`src/cbor_item_head_tokenizer_top_defines.svh`:
```
`ifndef CBOR_ITEM_HEAD_TOKENIZER_TOP_DEFINES_SVH
`define CBOR_ITEM_HEAD_TOKENIZER_TOP_DEFINES_SVH

// concurrent checks, compiled out for synthesis
`ifndef SYNTHESIS
`define CBOR_IHT_ASSERT(name, clk, rstn, prop) \
  name: assert property (@(posedge clk) disable iff (!rstn) (prop)) \
    else $error("cbor tokenizer check failed");
`define CBOR_IHT_ASSERT_NEXT(name, clk, rstn, ante, cons) \
  name: assert property (@(posedge clk) disable iff (!rstn) (ante) |=> (cons)) \
    else $error("cbor tokenizer check failed");
`else
`define CBOR_IHT_ASSERT(name, clk, rstn, prop)
`define CBOR_IHT_ASSERT_NEXT(name, clk, rstn, ante, cons)
`endif

`endif

```
`src/cbor_iht_pkg.sv`:
```
`timescale 1ns / 1ps

package cbor_iht_pkg;

  localparam int unsigned CfgW    = 17;
  localparam int unsigned CfgIdxW = 2;
  localparam int unsigned ArgW    = 64;
  localparam int unsigned PayW    = 17;

  // parse phases
  localparam logic [1:0] PH_IDLE = 2'd0;
  localparam logic [1:0] PH_ARG  = 2'd1;
  localparam logic [1:0] PH_PAY  = 2'd2;
  localparam logic [1:0] PH_ERR  = 2'd3;

  // major types with length limits
  localparam logic [2:0] MT_BYTES = 3'd2;
  localparam logic [2:0] MT_TEXT  = 3'd3;
  localparam logic [2:0] MT_ARRAY = 3'd4;
  localparam logic [2:0] MT_MAP   = 3'd5;

  localparam logic [9:0]  ITEM_LIMIT_RST  = 10'd512;
  localparam logic [15:0] TEXT_LIMIT_RST  = 16'd1024;
  localparam logic [16:0] BYTES_LIMIT_RST = 17'd65536;
  localparam logic [9:0]  CONT_LIMIT_RST  = 10'd512;

  localparam logic [20:0] CP_MAX       = 21'h10ffff;
  localparam logic [20:0] CP_SURR_LO   = 21'h00d800;
  localparam logic [20:0] CP_SURR_HI   = 21'h00dfff;
  localparam logic [20:0] CP_MIN_SEQ2  = 21'h000080;
  localparam logic [20:0] CP_MIN_SEQ3  = 21'h000800;
  localparam logic [20:0] CP_MIN_SEQ4  = 21'h010000;

  typedef enum logic [1:0] {
    EV_PENDING = 2'd0,
    EV_HEAD    = 2'd1,
    EV_PAYLOAD = 2'd2,
    EV_ERROR   = 2'd3
  } event_e;

  typedef enum logic [2:0] {
    ERR_NONE     = 3'd0,
    ERR_ITEMS    = 3'd1,
    ERR_RESERVED = 3'd2,
    ERR_NONMIN   = 3'd3,
    ERR_LENGTH   = 3'd4,
    ERR_UTF8     = 3'd5,
    ERR_TRUNC    = 3'd6
  } err_e;

  typedef enum logic [1:0] {
    REG_ITEM_LIMIT  = 2'd0,
    REG_TEXT_LIMIT  = 2'd1,
    REG_BYTES_LIMIT = 2'd2,
    REG_CONT_LIMIT  = 2'd3
  } reg_idx_e;

  typedef struct packed {
    logic [9:0]  item_limit;
    logic [15:0] text_limit;
    logic [16:0] bytes_limit;
    logic [9:0]  container_limit;
  } cfg_t;

  typedef struct packed {
    logic [1:0]  cont_left;
    logic [1:0]  seq_len;
    logic [20:0] cp;
  } utf8_state_t;

  typedef struct packed {
    event_e          event_res;
    logic [2:0]      major_type;
    logic [ArgW-1:0] argument;
    logic [7:0]      payload_byte;
    err_e            error_code;
    logic            buffer_ok;
  } result_t;

  typedef struct packed {
    logic [1:0] phase;
    err_e       sticky_err;
    logic [9:0] item_count;
  } core_status_t;

  // smallest argument that needs the given extension width
  function automatic logic [ArgW-1:0] min_by_width(logic [1:0] width_code);
    logic [ArgW-1:0] m;
    case (width_code)
      2'd0:    m = 64'd24;
      2'd1:    m = 64'h100;
      2'd2:    m = 64'h10000;
      default: m = 64'h1_0000_0000;
    endcase
    return m;
  endfunction

endpackage

```
`src/cbor_iht_in_if.sv`:
```
`timescale 1ns / 1ps

interface cbor_iht_in_if;
  logic       valid;
  logic       ready;
  logic [7:0] in_byte;
  logic       buffer_end;

  modport source (output valid, output in_byte, output buffer_end, input ready);
  modport sink (input valid, input in_byte, input buffer_end, output ready);
endinterface

```
`src/cbor_iht_out_if.sv`:
```
`timescale 1ns / 1ps

interface cbor_iht_out_if;
  logic        valid;
  logic        ready;
  logic [1:0]  event_res;
  logic [2:0]  major_type;
  logic [63:0] argument;
  logic [7:0]  payload_byte;
  logic [2:0]  error_code;
  logic        buffer_ok;

  modport source (
    output valid, output event_res, output major_type, output argument,
    output payload_byte, output error_code, output buffer_ok, input ready
  );
  modport sink (
    input valid, input event_res, input major_type, input argument,
    input payload_byte, input error_code, input buffer_ok, output ready
  );
endinterface

```
`src/cbor_item_head_tokenizer_top.sv`:
```
`timescale 1ns / 1ps

// CBOR head tokenizer: takes one buffer byte per transfer and returns exactly one result per
// byte in the cycle after it is taken and sustains one byte per clock while the output
// takes each result. The throughput is set by the combinational parse state update (head
// argument shift, string byte count and UTF-8 decoder); while a result waits in the result
// register the input is held off; a new byte enters in the same cycle the waiting result
// is taken. The user must write limits through the cfg port only while idle; the block
// does not enforce it. Errors stick until the buffer end, which also clears all parse state.
`include "cbor_item_head_tokenizer_top_defines.svh"

module cbor_item_head_tokenizer_top (
  input  logic                              clk_i,
  input  logic                              rst_ni,
  cbor_iht_in_if.sink                       in_i,
  cbor_iht_out_if.source                    out_o,
  input  logic                              cfg_we_i,
  input  logic [cbor_iht_pkg::CfgIdxW-1:0]  cfg_idx_i,
  input  logic [cbor_iht_pkg::CfgW-1:0]     cfg_wdata_i
);

  cbor_iht_pkg::cfg_t            cfg;
  cbor_iht_pkg::result_t         res;
  cbor_iht_pkg::result_t         res_q;
  cbor_iht_pkg::core_status_t    status;
  logic                          out_valid_q;
  logic                          step;

  assign in_i.ready = !out_valid_q || out_o.ready;
  assign step       = in_i.valid && in_i.ready;

  cbor_iht_cfg u_cfg (
    .clk_i       (clk_i),
    .rst_ni      (rst_ni),
    .cfg_we_i    (cfg_we_i),
    .cfg_idx_i   (cfg_idx_i),
    .cfg_wdata_i (cfg_wdata_i),
    .cfg_o       (cfg)
  );

  cbor_iht_core u_core (
    .clk_i        (clk_i),
    .rst_ni       (rst_ni),
    .step_i       (step),
    .in_byte_i    (in_i.in_byte),
    .buffer_end_i (in_i.buffer_end),
    .cfg_i        (cfg),
    .res_o        (res),
    .status_o     (status)
  );

  always_ff @(posedge clk_i or negedge rst_ni) begin
    if (!rst_ni) begin
      out_valid_q <= 1'b0;
    end else if (in_i.ready) begin
      out_valid_q <= in_i.valid;
    end
  end

  always_ff @(posedge clk_i) begin
    if (step) begin
      res_q <= res;
    end
  end

  assign out_o.valid        = out_valid_q;
  assign out_o.event_res    = res_q.event_res;
  assign out_o.major_type   = res_q.major_type;
  assign out_o.argument     = res_q.argument;
  assign out_o.payload_byte = res_q.payload_byte;
  assign out_o.error_code   = res_q.error_code;
  assign out_o.buffer_ok    = res_q.buffer_ok;

  // an error event always carries its code, and only an error event does
  `CBOR_IHT_ASSERT(a_err_code_match, clk_i, rst_ni, !out_valid_q || ((res_q.event_res == cbor_iht_pkg::EV_ERROR) == (res_q.error_code != cbor_iht_pkg::ERR_NONE)))
  `CBOR_IHT_ASSERT(a_ok_no_err, clk_i, rst_ni, !(out_valid_q && res_q.buffer_ok) || res_q.event_res != cbor_iht_pkg::EV_ERROR)
  `CBOR_IHT_ASSERT(a_arg_only_head, clk_i, rst_ni, !out_valid_q || res_q.event_res == cbor_iht_pkg::EV_HEAD || res_q.argument == '0)
  `CBOR_IHT_ASSERT_NEXT(a_end_clears, clk_i, rst_ni, step && in_i.buffer_end, status.phase == cbor_iht_pkg::PH_IDLE && status.sticky_err == cbor_iht_pkg::ERR_NONE && status.item_count == '0)

endmodule

```
`src/cbor_iht_cfg.sv`:
```
`timescale 1ns / 1ps

module cbor_iht_cfg (
  input  logic                               clk_i,
  input  logic                               rst_ni,
  input  logic                               cfg_we_i,
  input  logic [cbor_iht_pkg::CfgIdxW-1:0]   cfg_idx_i,
  input  logic [cbor_iht_pkg::CfgW-1:0]      cfg_wdata_i,
  output cbor_iht_pkg::cfg_t                 cfg_o
);

  cbor_iht_pkg::cfg_t cfg_q, cfg_d;

  always_comb begin
    cfg_d = cfg_q;
    if (cfg_we_i) begin
      unique case (cbor_iht_pkg::reg_idx_e'(cfg_idx_i))
        cbor_iht_pkg::REG_ITEM_LIMIT:  cfg_d.item_limit      = cfg_wdata_i[9:0];
        cbor_iht_pkg::REG_TEXT_LIMIT:  cfg_d.text_limit      = cfg_wdata_i[15:0];
        cbor_iht_pkg::REG_BYTES_LIMIT: cfg_d.bytes_limit     = cfg_wdata_i[16:0];
        cbor_iht_pkg::REG_CONT_LIMIT:  cfg_d.container_limit = cfg_wdata_i[9:0];
        default:                       cfg_d = cfg_q;
      endcase
    end
  end

  always_ff @(posedge clk_i or negedge rst_ni) begin
    if (!rst_ni) begin
      cfg_q.item_limit      <= cbor_iht_pkg::ITEM_LIMIT_RST;
      cfg_q.text_limit      <= cbor_iht_pkg::TEXT_LIMIT_RST;
      cfg_q.bytes_limit     <= cbor_iht_pkg::BYTES_LIMIT_RST;
      cfg_q.container_limit <= cbor_iht_pkg::CONT_LIMIT_RST;
    end else begin
      cfg_q <= cfg_d;
    end
  end

  assign cfg_o = cfg_q;

endmodule

```
`src/cbor_iht_utf8.sv`:
```
`timescale 1ns / 1ps

module cbor_iht_utf8 (
  input  logic [7:0]                 byte_i,
  input  cbor_iht_pkg::utf8_state_t  state_i,
  output logic                       ok_o,
  output cbor_iht_pkg::utf8_state_t  state_o
);

  logic [20:0] cp_next;
  logic [1:0]  cont_m1;
  logic        overlong;

  assign cp_next = {state_i.cp[14:0], byte_i[5:0]};
  assign cont_m1 = state_i.cont_left - 2'd1;

  always_comb begin
    state_o  = state_i;
    ok_o     = 1'b1;
    overlong = 1'b0;
    if (state_i.cont_left == 2'd0) begin
      // lead byte
      if (!byte_i[7]) begin
        ok_o = 1'b1;
      end else if (byte_i[7:5] == 3'b110) begin
        state_o.seq_len   = 2'd1;
        state_o.cont_left = 2'd1;
        state_o.cp        = {16'd0, byte_i[4:0]};
      end else if (byte_i[7:4] == 4'b1110) begin
        state_o.seq_len   = 2'd2;
        state_o.cont_left = 2'd2;
        state_o.cp        = {17'd0, byte_i[3:0]};
      end else if (byte_i[7:3] == 5'b11110) begin
        state_o.seq_len   = 2'd3;
        state_o.cont_left = 2'd3;
        state_o.cp        = {18'd0, byte_i[2:0]};
      end else begin
        ok_o = 1'b0;
      end
    end else if (byte_i[7:6] != 2'b10) begin
      ok_o = 1'b0;
    end else begin
      state_o.cp        = cp_next;
      state_o.cont_left = cont_m1;
      if (cont_m1 == 2'd0) begin
        case (state_i.seq_len)
          2'd1:    overlong = cp_next < cbor_iht_pkg::CP_MIN_SEQ2;
          2'd2:    overlong = cp_next < cbor_iht_pkg::CP_MIN_SEQ3;
          2'd3:    overlong = cp_next < cbor_iht_pkg::CP_MIN_SEQ4;
          default: overlong = 1'b0;
        endcase
        ok_o = !(overlong || cp_next > cbor_iht_pkg::CP_MAX ||
                 (cp_next >= cbor_iht_pkg::CP_SURR_LO &&
                  cp_next <= cbor_iht_pkg::CP_SURR_HI));
      end
    end
  end

endmodule

```
`src/cbor_iht_core.sv`:
```
`timescale 1ns / 1ps

module cbor_iht_core (
  input  logic                        clk_i,
  input  logic                        rst_ni,
  input  logic                        step_i,
  input  logic [7:0]                  in_byte_i,
  input  logic                        buffer_end_i,
  input  cbor_iht_pkg::cfg_t          cfg_i,
  output cbor_iht_pkg::result_t       res_o,
  output cbor_iht_pkg::core_status_t  status_o
);

  logic [1:0]                      phase_q, phase_d;
  logic [2:0]                      major_q, major_d;
  logic [3:0]                      arg_left_q, arg_left_d;
  logic [1:0]                      width_q, width_d;
  logic [cbor_iht_pkg::ArgW-1:0]   acc_q, acc_d;
  logic [9:0]                      item_cnt_q, item_cnt_d;
  logic [cbor_iht_pkg::PayW-1:0]   pay_left_q, pay_left_d;
  cbor_iht_pkg::utf8_state_t       utf_q, utf_d, utf_next;
  cbor_iht_pkg::err_e              err_q, err_d;

  logic                            utf_ok;
  logic [cbor_iht_pkg::ArgW-1:0]   acc_next;
  logic [3:0]                      left_next;
  logic [4:0]                      ai;
  logic                            head_done;
  logic [cbor_iht_pkg::ArgW-1:0]   head_v;
  logic                            over_lim;
  cbor_iht_pkg::event_e            ev;
  logic [cbor_iht_pkg::ArgW-1:0]   arg;
  logic [7:0]                      pb;
  logic                            ok;

  cbor_iht_utf8 u_utf8 (
    .byte_i  (in_byte_i),
    .state_i (utf_q),
    .ok_o    (utf_ok),
    .state_o (utf_next)
  );

  assign acc_next  = {acc_q[cbor_iht_pkg::ArgW-9:0], in_byte_i};
  assign left_next = arg_left_q - 4'd1;
  assign ai        = in_byte_i[4:0];

  always_comb begin
    phase_d    = phase_q;
    major_d    = major_q;
    arg_left_d = arg_left_q;
    width_d    = width_q;
    acc_d      = acc_q;
    item_cnt_d = item_cnt_q;
    pay_left_d = pay_left_q;
    utf_d      = utf_q;
    err_d      = err_q;
    ev         = cbor_iht_pkg::EV_PENDING;
    arg        = '0;
    pb         = in_byte_i;
    ok         = 1'b0;
    head_done  = 1'b0;
    head_v     = '0;
    over_lim   = 1'b0;

    unique case (phase_q)
      cbor_iht_pkg::PH_ERR: begin
        ev = cbor_iht_pkg::EV_ERROR;
      end
      cbor_iht_pkg::PH_IDLE: begin
        major_d = in_byte_i[7:5];
        if (item_cnt_q >= cfg_i.item_limit) begin
          ev      = cbor_iht_pkg::EV_ERROR;
          err_d   = cbor_iht_pkg::ERR_ITEMS;
          phase_d = cbor_iht_pkg::PH_ERR;
        end else begin
          item_cnt_d = item_cnt_q + 10'd1;
          if (ai < 5'd24) begin
            head_done = 1'b1;
            head_v    = {59'd0, ai};
          end else if (ai <= 5'd27) begin
            // 24..27 select 1, 2, 4 or 8 argument bytes
            width_d    = ai[1:0];
            arg_left_d = 4'd1 << ai[1:0];
            acc_d      = '0;
            phase_d    = cbor_iht_pkg::PH_ARG;
          end else begin
            ev      = cbor_iht_pkg::EV_ERROR;
            err_d   = cbor_iht_pkg::ERR_RESERVED;
            phase_d = cbor_iht_pkg::PH_ERR;
          end
        end
      end
      cbor_iht_pkg::PH_ARG: begin
        acc_d      = acc_next;
        arg_left_d = left_next;
        if (left_next == 4'd0) begin
          if (acc_next < cbor_iht_pkg::min_by_width(width_q)) begin
            ev      = cbor_iht_pkg::EV_ERROR;
            err_d   = cbor_iht_pkg::ERR_NONMIN;
            phase_d = cbor_iht_pkg::PH_ERR;
          end else begin
            head_done = 1'b1;
            head_v    = acc_next;
          end
        end
      end
      cbor_iht_pkg::PH_PAY: begin
        ev = cbor_iht_pkg::EV_PAYLOAD;
        if (major_q == cbor_iht_pkg::MT_TEXT && !utf_ok) begin
          ev      = cbor_iht_pkg::EV_ERROR;
          err_d   = cbor_iht_pkg::ERR_UTF8;
          phase_d = cbor_iht_pkg::PH_ERR;
        end else begin
          if (major_q == cbor_iht_pkg::MT_TEXT) begin
            utf_d = utf_next;
          end
          pay_left_d = pay_left_q - 17'd1;
          if (pay_left_d == '0) begin
            // string ended inside a multi-byte sequence
            if (major_q == cbor_iht_pkg::MT_TEXT && utf_next.cont_left != 2'd0) begin
              ev      = cbor_iht_pkg::EV_ERROR;
              err_d   = cbor_iht_pkg::ERR_UTF8;
              phase_d = cbor_iht_pkg::PH_ERR;
            end else begin
              phase_d = cbor_iht_pkg::PH_IDLE;
            end
          end
        end
      end
      default: ev = cbor_iht_pkg::EV_ERROR;
    endcase

    if (head_done) begin
      case (major_d)
        cbor_iht_pkg::MT_BYTES: over_lim = head_v > {47'd0, cfg_i.bytes_limit};
        cbor_iht_pkg::MT_TEXT:  over_lim = head_v > {48'd0, cfg_i.text_limit};
        cbor_iht_pkg::MT_ARRAY,
        cbor_iht_pkg::MT_MAP:   over_lim = head_v > {54'd0, cfg_i.container_limit};
        default:                over_lim = 1'b0;
      endcase
      if (over_lim) begin
        ev      = cbor_iht_pkg::EV_ERROR;
        err_d   = cbor_iht_pkg::ERR_LENGTH;
        phase_d = cbor_iht_pkg::PH_ERR;
      end else begin
        ev  = cbor_iht_pkg::EV_HEAD;
        arg = head_v;
        if ((major_d == cbor_iht_pkg::MT_BYTES || major_d == cbor_iht_pkg::MT_TEXT) &&
            head_v != '0) begin
          phase_d    = cbor_iht_pkg::PH_PAY;
          pay_left_d = head_v[cbor_iht_pkg::PayW-1:0];
          utf_d      = '0;
        end else begin
          phase_d = cbor_iht_pkg::PH_IDLE;
        end
      end
    end

    if (buffer_end_i) begin
      if (err_d == cbor_iht_pkg::ERR_NONE && phase_d != cbor_iht_pkg::PH_IDLE) begin
        ev      = cbor_iht_pkg::EV_ERROR;
        err_d   = cbor_iht_pkg::ERR_TRUNC;
        phase_d = cbor_iht_pkg::PH_ERR;
      end
      ok = (err_d == cbor_iht_pkg::ERR_NONE);
    end
  end

  always_comb begin
    res_o.event_res    = ev;
    res_o.major_type   = major_d;
    res_o.argument     = (ev == cbor_iht_pkg::EV_HEAD) ? arg : '0;
    res_o.payload_byte = (ev == cbor_iht_pkg::EV_PAYLOAD) ? pb : 8'd0;
    res_o.error_code   = (ev == cbor_iht_pkg::EV_ERROR) ? err_d : cbor_iht_pkg::ERR_NONE;
    res_o.buffer_ok    = ok;
  end

  always_ff @(posedge clk_i or negedge rst_ni) begin
    if (!rst_ni) begin
      phase_q    <= cbor_iht_pkg::PH_IDLE;
      major_q    <= '0;
      arg_left_q <= '0;
      width_q    <= '0;
      acc_q      <= '0;
      item_cnt_q <= '0;
      pay_left_q <= '0;
      utf_q      <= '0;
      err_q      <= cbor_iht_pkg::ERR_NONE;
    end else if (step_i) begin
      if (buffer_end_i) begin
        // last byte of the buffer: restart parsing
        phase_q    <= cbor_iht_pkg::PH_IDLE;
        major_q    <= '0;
        arg_left_q <= '0;
        width_q    <= '0;
        acc_q      <= '0;
        item_cnt_q <= '0;
        pay_left_q <= '0;
        utf_q      <= '0;
        err_q      <= cbor_iht_pkg::ERR_NONE;
      end else begin
        phase_q    <= phase_d;
        major_q    <= major_d;
        arg_left_q <= arg_left_d;
        width_q    <= width_d;
        acc_q      <= acc_d;
        item_cnt_q <= item_cnt_d;
        pay_left_q <= pay_left_d;
        utf_q      <= utf_d;
        err_q      <= err_d;
      end
    end
  end

  assign status_o.phase      = phase_q;
  assign status_o.sticky_err = err_q;
  assign status_o.item_count = item_cnt_q;

endmodule
```
`src/flat_wrapper.sv`:
```
// flat-port wrapper written by rule: the top's interface ports become plain ports
module cbor_item_head_tokenizer_top_flat 
  (clk_i, rst_ni, cfg_we_i, cfg_idx_i, cfg_wdata_i, in_i_valid, in_i_in_byte, in_i_buffer_end, in_i_ready, out_o_valid, out_o_event_res, out_o_major_type, out_o_argument, out_o_payload_byte, out_o_error_code, out_o_buffer_ok, out_o_ready);
  cbor_iht_in_if in_i_i ();
  cbor_iht_out_if out_o_i ();
  input  logic clk_i;
  input  logic rst_ni;
  input  logic cfg_we_i;
  input  logic [cbor_iht_pkg::CfgIdxW-1:0] cfg_idx_i;
  input  logic [cbor_iht_pkg::CfgW-1:0] cfg_wdata_i;
  input wire logic [$bits(in_i_i.valid)-1:0] in_i_valid;
  input wire logic [$bits(in_i_i.in_byte)-1:0] in_i_in_byte;
  input wire logic [$bits(in_i_i.buffer_end)-1:0] in_i_buffer_end;
  output wire logic [$bits(in_i_i.ready)-1:0] in_i_ready;
  output wire logic [$bits(out_o_i.valid)-1:0] out_o_valid;
  output wire logic [$bits(out_o_i.event_res)-1:0] out_o_event_res;
  output wire logic [$bits(out_o_i.major_type)-1:0] out_o_major_type;
  output wire logic [$bits(out_o_i.argument)-1:0] out_o_argument;
  output wire logic [$bits(out_o_i.payload_byte)-1:0] out_o_payload_byte;
  output wire logic [$bits(out_o_i.error_code)-1:0] out_o_error_code;
  output wire logic [$bits(out_o_i.buffer_ok)-1:0] out_o_buffer_ok;
  input wire logic [$bits(out_o_i.ready)-1:0] out_o_ready;
  assign in_i_i.valid = in_i_valid;
  assign in_i_i.in_byte = in_i_in_byte;
  assign in_i_i.buffer_end = in_i_buffer_end;
  assign in_i_ready = in_i_i.ready;
  assign out_o_valid = out_o_i.valid;
  assign out_o_event_res = out_o_i.event_res;
  assign out_o_major_type = out_o_i.major_type;
  assign out_o_argument = out_o_i.argument;
  assign out_o_payload_byte = out_o_i.payload_byte;
  assign out_o_error_code = out_o_i.error_code;
  assign out_o_buffer_ok = out_o_i.buffer_ok;
  assign out_o_i.ready = out_o_ready;
  cbor_item_head_tokenizer_top u_core (.clk_i(clk_i), .rst_ni(rst_ni), .in_i(in_i_i), .out_o(out_o_i), .cfg_we_i(cfg_we_i), .cfg_idx_i(cfg_idx_i), .cfg_wdata_i(cfg_wdata_i));
endmodule
```
`config.mk`:
```
export PLATFORM = sky130hd
export DESIGN_NAME = cbor_item_head_tokenizer_top_flat
export DESIGN_NICKNAME = d
export VERILOG_FILES = /design/src/cbor_iht_pkg.sv /design/src/cbor_iht_in_if.sv /design/src/cbor_iht_out_if.sv /design/src/cbor_item_head_tokenizer_top.sv /design/src/cbor_iht_cfg.sv /design/src/cbor_iht_utf8.sv /design/src/cbor_iht_core.sv /design/src/flat_wrapper.sv
export VERILOG_INCLUDE_DIRS = /design/src /design/src/src
export SDC_FILE = /design/constraint.sdc
export NUM_CORES = 1
export LEC_CHECK = 0
export BUFFER_PORTS_ARGS = -buffer_cell sky130_fd_sc_hd__buf_2
export CAP_MARGIN = 40
export CORE_MARGIN = 4
export CORE_UTILIZATION = 55
export DETAILED_ROUTE_END_ITERATION = 10
export PLACE_DENSITY = 0.76
export SLEW_MARGIN = 5
export SYNTH_ARGS = -nofsm -noshare
export SYNTH_HDL_FRONTEND = slang
export SYNTH_SLANG_ARGS = --single-unit
```
`constraint.sdc`:
```
create_clock -name clk_i -period 6.35 [get_ports clk_i]
set_input_delay 0.635 -clock clk_i [delete_from_list [all_inputs] [get_ports clk_i]]
set_output_delay 0.635 -clock clk_i [all_outputs]
set_load 0.01 [all_outputs]
```
==> results of run 1 <==
[logic make-up (layout without fill, tap and decap cells)]
logic type	Yosys count	in the layout	share of synthesized area
xor+xnor	9	9	0.00604
fa+ha+maj	64	64	0.0613
mux	47	47	0.0402
buf+inv	149	267	0.0453
simple gates	464	464	0.180
flops	251	251	0.512
compound gates	298	298	0.155
[metal layers]
layer | vias up | wire length (um) | part of all wire | GRT usage
li1 | 4800 | - | - | -
met1 | 4935 | 14000 | 0.43 | 0.339
met2 | 392 | 15600 | 0.48 | 0.403
met3 | 54 | 2000 | 0.062 | 0.0340
met4 | 0 | 807 | 0.025 | 0.0661
met5 | - | 0 | 0 | 0
[worst max-delay path: stages (launching register included)]
cell       delay [ps]
dfrtp_1           430
or2_2             310
ha_1              270
nand3_1            60
o21ai_0           280
o41ai_4           150
a21oi_2           700
nand2_1           290
inv_1             200
ha_1              270
and3_1            180
o21ai_0           220
o2111ai_1         160
o32a_1            350
or2_1             270
a211oi_4          390
nand3_2           260
or2_1             550
nor2_2            210
[power breakdown]
| part | internal [mW] | switching, mW |
|---|---|---|
| combinational | 0.492 | 0.803 |
| sequential | 1.88 | 0.187 |
| clock | 1.08 | 0.633 |
| total | 3.45 | 1.62 |
[cell type report]
| type | instances | area (um^2) |
|---|---|---|
| clock inverter | 14 | 221 |
| inverter | 86 | 325 |
| multi-input combinational | 882 | 5790 |
| sequential | 251 | 6690 |
| tap | 319 | 399 |
| fill | 1875 | 8450 |
| clock buffer | 35 | 757 |
| timing repair buffer | 132 | 769 |
[per-stage QoR]
stage          worst slack [ps]  cells
2_1_floorplan              1640   1282
3_3_place_gp                743   1666
3_5_place_dp                672   1670
4_1_cts                     670   1719
5_1_grt                     245   1719
6_report                    600   1719
[cells in the final DEF, fill, tap and decap left out, types with 9 or more instances in the layout]
master,instances
nor2_1,54
xnor2_1,9
nor3_1,26
inv_1,85
a31oi_1,14
nand3_1,11
nor2_2,11
and2_1,60
nand4_1,21
dfrtp_1,166
nor4_1,19
nand2_1,183
a22o_1,25
buf_2,114
mux2_2,44
o22ai_1,10
clkbuf_16,28
a21oi_1,44
a21o_1,20
o21ai_0,96
nor2b_1,11
ha_1,64
nand2b_1,12
buf_4,13
edfxtp_1,81
[state kept, by name, summed over array words and instances (netlist names), 2 cells and up]
signal / cells
u_core.out_o.argument: 64
u_core.out_o.error_code: 3
u_core.out_o.event_res: 2
u_core.out_o.major_type: 3
u_core.out_o.payload_byte: 8
u_core.u_cfg.cfg_o: 53
u_core.u_core.acc_q: 56
u_core.u_core.arg_left_q: 4
u_core.u_core.err_q: 3
u_core.u_core.item_cnt_q: 10
u_core.u_core.major_q: 3
u_core.u_core.pay_left_q: 17
u_core.u_core.phase_q: 2
u_core.u_core.utf_q: 19
u_core.u_core.width_q: 2
[final timing paths]
check                      cells after the start                                 start                                endpoint
max                                           18  u_core.u_core.width_q[1]$_DFFE_PN0P_  u_core.out_o.argument[6]$_SDFFCE_PP0P_
min                                            2                                rst_ni     u_core.u_core.acc_q[50]$_DFFE_PN0P_
max reg2reg                                   18  u_core.u_core.width_q[1]$_DFFE_PN0P_  u_core.out_o.argument[6]$_SDFFCE_PP0P_
min reg2reg                                    2   u_core.u_core.acc_q[50]$_DFFE_PN0P_     u_core.u_core.acc_q[50]$_DFFE_PN0P_
max in group asynchronous                      3                                rst_ni      u_core.u_cfg.cfg_o[26]$_DFFE_PN1P_
min in group clk_i                             2                            in_i_valid          u_core.out_o.valid$_DFFE_PN0N_
==> impl_metrics.toml, run 1 <==
[layout]
drive_gt1_frac = 0.183
post-route-util = 0.639
layout.nets = 1477
area_delta_synth_final_pct = 14.5
diodes = 0
stdcell_area_mm2 = 0.0150

[detailed_routing]
drtIter0Drc = 928
wl_per_cell_um = 18.8
drc = 0
via_per_inst = 5.92
vias = 10181
wirelength_um = 32400
ant_nets = 0
dr.pass1.iters = 6

[worst_setup_path]
r2r_slack_ps = 600
worstPathArrival_ps = 6120
start_kind = "flop"
worstPathRequired_ps = 6720
critPathCaptureType = "flop"
crit_type = "flop to flop"
crit_fanout = 19

[clocking]
clock_latency_ps = 540
cts_buffers = 27
tritoncts = "built"
clockRootBuffer = "clkbuf_16"
cts_resized = 0
clk_pin_slew_ps = 60
cts.path.max_buffers = 3
cts_setup_buffers = 0
clkSinkCount = 251
htree_levels = 1
cts_hold_buf = 0

[placement]
port_buffers = 115
dp_hpwl_um = 23000
gp_congestion = 0.906
placed_area_mm2 = 0.0140

[synthesis]
ys_seq_area_frac = 0.512
netlist_area_mm2 = 0.0131
yosysTopAreaCell = "dfrtp_1"
ys_top_cells_by_area = "dfrtp_1 32%, edfxtp_1 19%, ha_1 6.1%, nand2_1 5.3%, mux2_2 3.8%"
syn_avg_cell_area_um2 = 10.2
yosys_warnings = 0
synth_edf_count = 81
synth_cell_types = 83
synth.net_count = 1379
netlist_instances = 1282
synth_seq_cells = 251
yosys.area.top_type_share = 0.318
yosysMostFrequentCell = "nand2_1"
yosys-top-cells-count = "183 x nand2_1, 166 x dfrtp_1, 96 x o21ai_0"
synthArstFlopShare = 0.677
ys.flop_type = "dfrtp_1"

[grt]
antenna_found_initial = 0
grt_start_max_net_pins = 95
gr-total-overflow = 0
grt_pass1_wl_um = 52200
grt_use_total = 0.243
grt_pass1_vias = 10028

[floorplan]
core-area_mm2 = 0.0234
die-height_um = 162
die_w_um = 162
num_rows = 56
initial_core_util = 0.558
ios = 116
die_area_mm2 = 0.0263

[timing]
hold_ws_ps = 86.2
period_share = 0.906
worstMarginPinSlew_ps = 927
fmax_mhz = 174
hold_violations = 0
rsz0062_at_grt = "no"
clock_skew_ps = 19.4
finalSetupViolCount = 0
slew_violations = 0
tns_ps = 0
worst_slew_margin_rel = 0.376
min_period_ps = 5750

[worst_hold_path]
min_path_type = "input port to asynchronous set/reset pin"

[power]
powerDensity_mw_per_mm2 = 339
leakage_nw = 6.64
total_power_mw = 5.07
vdd.ir_drop.worst_v = 0.000251

[run]
maxCapViolCount = 0

[outcome]
status = "finished, final reports clean"
No activity file was read; power rests on OpenSTA's default activity.
==> inputs of run 2 (changes only) <==
==> constraint.sdc (replaced) <==
create_clock -name clk_i -period 6.35 [get_ports clk_i]
set_input_delay 1.5875 -clock clk_i [delete_from_list [all_inputs] [get_ports clk_i]]
set_output_delay 1.5875 -clock clk_i [all_outputs]
set_load 0.01 [all_outputs]
==> run 2 against run 1 <==
Net effect:
- worst hold slack improved by 410 ps
- power decreased by 4.9%
- critical path type is now input port to flop
- worst setup slack improved by 7.3 ps
- maximum frequency increased by 0.13%
- critical endpoint is now u_core.out_o.argument[0]$_SDFFCE_PP0P_
- largest power group unchanged
- flip-flop and latch count unchanged
==> impl_metrics.toml, run 2 (synthesis gave the netlist of run 1 again) <==
[outcome]
status = "finished, final reports clean"

[layout]
drive_gt1_frac = 0.181
area_delta_synth_final_pct = 13.3
final_cell_mix = "183 x nand2_1, 166 x dfrtp_1, 114 x buf_2, 96 x o21ai_0, 85 x inv_1"
diodes = 0
post-route-util = 0.632
largest_reg_flops = 64
layout.nets = 1483
final_common_cell = "nand2_1"

[clocking]
clk_pin_slew_ps = 60
cts_buffers = 27
cts.path.max_buffers = 3
cts_hold_buf = 0
tritoncts = "built"
cts_resized = 0
cts_setup_buffers = 0
clockRootBuffer = "clkbuf_16"
clkSinkCount = 251
htree_levels = 1
clock_latency_ps = 540

[timing]
rsz0062_at_grt = "no"
min_period_ps = 5740
period_share = 0.904
fmax_mhz = 174
slew_violations = 0
finalSetupViolCount = 0
worstMarginPinSlew_ps = 906
tns_ps = 0
clock_skew_ps = 23.3
worst_slew_margin_rel = 0.393
hold_violations = 0

[worst_hold_path]
min_path_type = "flop to flop"
holdCritStartpoint = "u_core.u_core.utf_q[9]$_DFFE_PN0P_"

[floorplan]
die_w_um = 162
die-height_um = 162
die_area_mm2 = 0.0263
initial_core_util = 0.558
core-area_mm2 = 0.0234
num_rows = 56
ios = 116

[worst_setup_path]
max_stage_delay_ps = 530
path_cells = "buf_2 -> ha_1 -> nand3_1 -> o21ai_0 -> o41ai_4 -> a21oi_2 -> buf_4 -> a21oi_1 -> nor2_1 -> ha_1 -> nor2b_1 -> o211ai_1 -> a21boi_0 -> o32a_1 -> or2_1 -> a211oi_4 -> nand3_2 -> or2_1 -> nor2_1"
crit_fanout = 19
worstPathRequired_ps = 6720
crit_type = "input port to flop"
r2r_start = "u_core.u_core.width_q[0]$_DFFE_PN0P_"
slowest_stage = "or2_1"
critPathCaptureType = "flop"
cp-startpoint = "in_i_in_byte[4]"
start_kind = "input port"
worstPathArrival_ps = 6110

[power]
p_switching_mw = 1.61
p_comb_frac = 0.270
p_sw_frac = 0.335
p_seq_frac = 0.428
powerDensity_mw_per_mm2 = 326
clkPwrFrac = 0.302
p_int_mw = 3.21
leakage_nw = 6.57
vdd.ir_drop.worst_v = 0.000212

[detailed_routing]
via_per_inst = 5.96
drtIter0Drc = 820
dr.pass1.iters = 6
ant_nets = 0
vias = 10283
wirelength_um = 32500
wl_per_cell_um = 18.8
drc = 0

[grt]
grt_pass1_wl_um = 52900
grt_pass1_vias = 10336
grt_start_max_net_pins = 102
gr-total-overflow = 0
grt_use_total = 0.246
antenna_found_initial = 1

[placement]
dp_hpwl_um = 23100
port_buffers = 115
gp_congestion = 0.963

[run]
maxCapViolCount = 0
run 2: changes by cell type in the layout (fill, tap and decap cells not counted), sizes merged:
cell / previous run / this run
clkbuf: 35 / 41
inv: 86 / 88
clkdlybuf4s18: 0 / 1
bufinv: 6 / 1
buf: 132 / 137
clkinv: 8 / 6
run 2: stage by stage:
step	hold slack, ps	area [um^2]	cells	worst slack [ps]	total power [mW]
after CTS	504	14800	1726	661	4.83
after global placement	484	13900	1673	331	3.31
after global routing	517	14800	1726	258	5.08
final	496	14800	1726	607	4.82
after floorplan	464	13100	1282	752	2.97
after detailed placement	487	14000	1676	134	3.36
run 2: per-layer routing:
metal / wire (um) / global-route usage / up-vias
met2: 15000 / 0.404 / 430
met4: 1290 / 0.0938 / 2
met3: 2420 / 0.0398 / 101
met1: 13700 / 0.332 / 4932
li1: - / - / 4818
met5: 13 / 0 / -
run 2: worst paths after layout:
kind,cells past startpoint,slack (ps),to
max,19,610,u_core.out_o.argument[0]$_SDFFCE_PP0P_
min,1,500,u_core.u_core.utf_q[9]$_DFFE_PN0P_
max reg2reg,19,990,u_core.out_o.argument[0]$_SDFFCE_PP0P_
min reg2reg,1,500,u_core.u_core.utf_q[9]$_DFFE_PN0P_
max in group asynchronous,2,4160,u_core.u_cfg.cfg_o[21]$_DFFE_PN0P_
min in group asynchronous,1,990,u_core.u_core.acc_q[50]$_DFFE_PN0P_
run 2: power groups by stage:
stage / sequential (mW) / combinational, mW / clock [mW]
2_1_floorplan: 2.04 / 0.933 / 0
3_3_place_gp: 2.08 / 1.24 / 0
5_1_grt: 2.09 / 1.45 / 1.55
6_report: 2.06 / 1.30 / 1.46
4_1_cts: 2.06 / 1.29 / 1.48
3_5_place_dp: 2.09 / 1.27 / 0
run 2: cell type report:
| class | instances | area (um^2) |
|---|---|---|
| clock buffers | 41 | 738 |
| multi-input cells | 882 | 5790 |
| flip-flops and latches | 251 | 6690 |
| inverters | 86 | 325 |
| clock inverters | 9 | 72.6 |
| repair buffers | 138 | 772 |
| fillers | 1979 | 8610 |
| well taps | 319 | 399 |
run 2: worst max-delay path: cells and delay by family:
kind / cells / cell delay, ps
AO/OA/AOI/OAI: 8 / 1980
AND/OR/NAND/NOR: 7 / 1580
adder cells (fa/ha/maj): 2 / 610
buffers and inverters: 2 / 340
==> inputs of run 3 (changes only) <==
==> constraint.sdc (replaced) <==
create_clock -name clk_i -period 6.35 [get_ports clk_i]
set_input_delay 1.27 -clock clk_i [delete_from_list [all_inputs] [get_ports clk_i]]
set_output_delay 1.27 -clock clk_i [all_outputs]
set_load 0.01 [all_outputs]
==> run 3 against run 2 <==
Net effect:
- global-route usage grew 0.15 points
- first-iteration DRC count grew 24%
- via count shrank 0.28%
- count of clock-buffer cells in the layout grew 2
- worst hold slack gained 0.75 ps
- flip-flop and latch count is the same
- maximum frequency grew 8.0%
- routed wire length grew 1.0%
- clock power grew 8%
- register-to-register slack gained 150 ps
- critical endpoint is now u_core.u_core.pay_left_q[14]$_DFFE_PN0P_
- largest cell class unchanged
==> impl_metrics.toml, run 3 (synthesis gave the netlist of run 1 again) <==
[detailed_routing]
drc = 0
via_per_inst = 5.93
vias = 10254
wirelength_um = 32800
ant_nets = 0
drtIter0Drc = 1016
wl_per_cell_um = 19.0
dr.pass1.iters = 6

[worst_setup_path]
r2r_start = "u_core.u_core.acc_q[34]$_DFFE_PN0P_"
start_kind = "input port"
critPathCaptureType = "flop"
r2r_slack_ps = 1140
cp-startpoint = "in_i_in_byte[6]"
worstPathRequired_ps = 6750
rr_endpoint = "u_core.u_core.pay_left_q[14]$_DFFE_PN0P_"
crit_fanout = 19
crit_type = "input port to flop"
worstPathArrival_ps = 5720
reg2reg_depth = 18

[timing]
slew_violations = 0
period_share = 0.837
worst_slew_margin_rel = 0.387
hold_violations = 0
fmax_mhz = 188
clock_skew_ps = 13.3
worstMarginPinSlew_ps = 915
tns_ps = 0
finalSetupViolCount = 0
rsz0062_at_grt = "no"
min_period_ps = 5320

[clocking]
cts_setup_buffers = 0
cts_hold_buf = 0
clk_pin_slew_ps = 60
clkSinkCount = 251
cts.path.max_buffers = 3
htree_levels = 1
cts_resized = 0
tritoncts = "built"
clockRootBuffer = "clkbuf_16"
cts_buffers = 27
clock_latency_ps = 550

[layout]
area_delta_synth_final_pct = 14.5
final_common_cell = "nand2_1"
layout.nets = 1485
stdcell_area_mm2 = 0.0150
largest_reg_flops = 64
drive_gt1_frac = 0.184
final_cell_mix = "183 x nand2_1, 166 x dfrtp_1, 114 x buf_2, 96 x o21ai_0, 85 x inv_1"
diodes = 0

[run]
maxCapViolCount = 0

[floorplan]
core-area_mm2 = 0.0234
die_w_um = 162
die-height_um = 162
initial_core_util = 0.558
die_area_mm2 = 0.0263
ios = 116
num_rows = 56

[placement]
dp_hpwl_um = 23400
gp_congestion = 0.946
placed_area_mm2 = 0.0141
port_buffers = 115

[power]
leakage_nw = 6.64
p_comb_frac = 0.266
p_switching_mw = 1.64
powerDensity_mw_per_mm2 = 332
p_int_mw = 3.33
p_seq_frac = 0.417
vdd.ir_drop.worst_v = 0.000213
p_sw_frac = 0.330
clkPwrFrac = 0.317

[worst_hold_path]
holdCritStartpoint = "u_core.u_core.utf_q[10]$_DFFE_PN0P_"
holdPathEnd = "u_core.u_core.utf_q[10]$_DFFE_PN0P_"
holdPathStages = 1
min_path_type = "flop to flop"

[grt]
grt_start_max_net_pins = 69
grt_use_total = 0.248
gr-total-overflow = 0
grt_pass1_vias = 10032
antenna_found_initial = 0
grt_pass1_wl_um = 53000

[outcome]
status = "finished, final reports clean"
==> run 3: layout make-up <==
class | count | area (um^2)
inverters | 86 | 325
well taps | 319 | 399
clock inverters | 7 | 98.8
fillers | 1895 | 8450
repair buffers | 140 | 852
multi-input cells | 882 | 5790
clock buffers | 43 | 797
flip-flops and latches | 251 | 6690
==> run 3: how the worst max path moves through the flow <==
stage | slack (ps) | depth (start not counted) | end
after floorplan | 1070 | 20 | u_core.out_o.argument[5]$_SDFFCE_PP0P_
after global placement | 630 | 20 | u_core.u_core.pay_left_q[14]$_DFFE_PN0P_
after detailed placement | 590 | 19 | u_core.u_core.pay_left_q[14]$_DFFE_PN0P_
after CTS | 1150 | 19 | u_core.u_core.pay_left_q[14]$_DFFE_PN0P_
after global routing | 660 | 19 | u_core.u_core.pay_left_q[15]$_DFFE_PN0P_
final | 1030 | 19 | u_core.u_core.pay_left_q[14]$_DFFE_PN0P_
==> run 3: routing by layer <==
metal,global-route usage,vias to the layer above,wire length (um)
li1,-,4820,-
met1,0.345,4964,14000
met2,0.400,396,15400
met3,0.0396,74,2430
met4,0.0838,0,1020
met5,0,-,0
==> run 3: stage by stage <==
stage	power (mW)	hold WS, ps	utilization	instances	setup slack (ps)
after floorplan	2.97	464	-	1282	1070
final	4.96	497	0.639	1728	1030
after global placement	3.32	483	0.595	1672	633
after detailed placement	3.39	490	0.601	1678	588
after global routing	5.23	511	0.639	1728	658
after CTS	4.97	506	0.639	1728	1150
==> run 3: power groups by stage <==
stage	clock, mW	sequential [mW]	combinational, mW
after floorplan	0	2.04	0.933
after CTS	1.60	2.06	1.31
after global routing	1.67	2.09	1.47
after global placement	0	2.08	1.24
after detailed placement	0	2.09	1.29
final	1.58	2.07	1.32
==> run 3: worst max-delay path: stages <==
cell and delay, ps:
buf_2 230, nor4_1 360, nor2_1 130, o41ai_4 350, a21oi_2 100, buf_4 230
nand2_1 150, inv_1 110, ha_1 320, a41o_1 240, a21oi_1 160, o2111ai_1 140
o32a_1 360, o211a_1 260, a211oi_4 270, buf_4 190, nand2_1 390, a31oi_1 320
o221ai_1 140
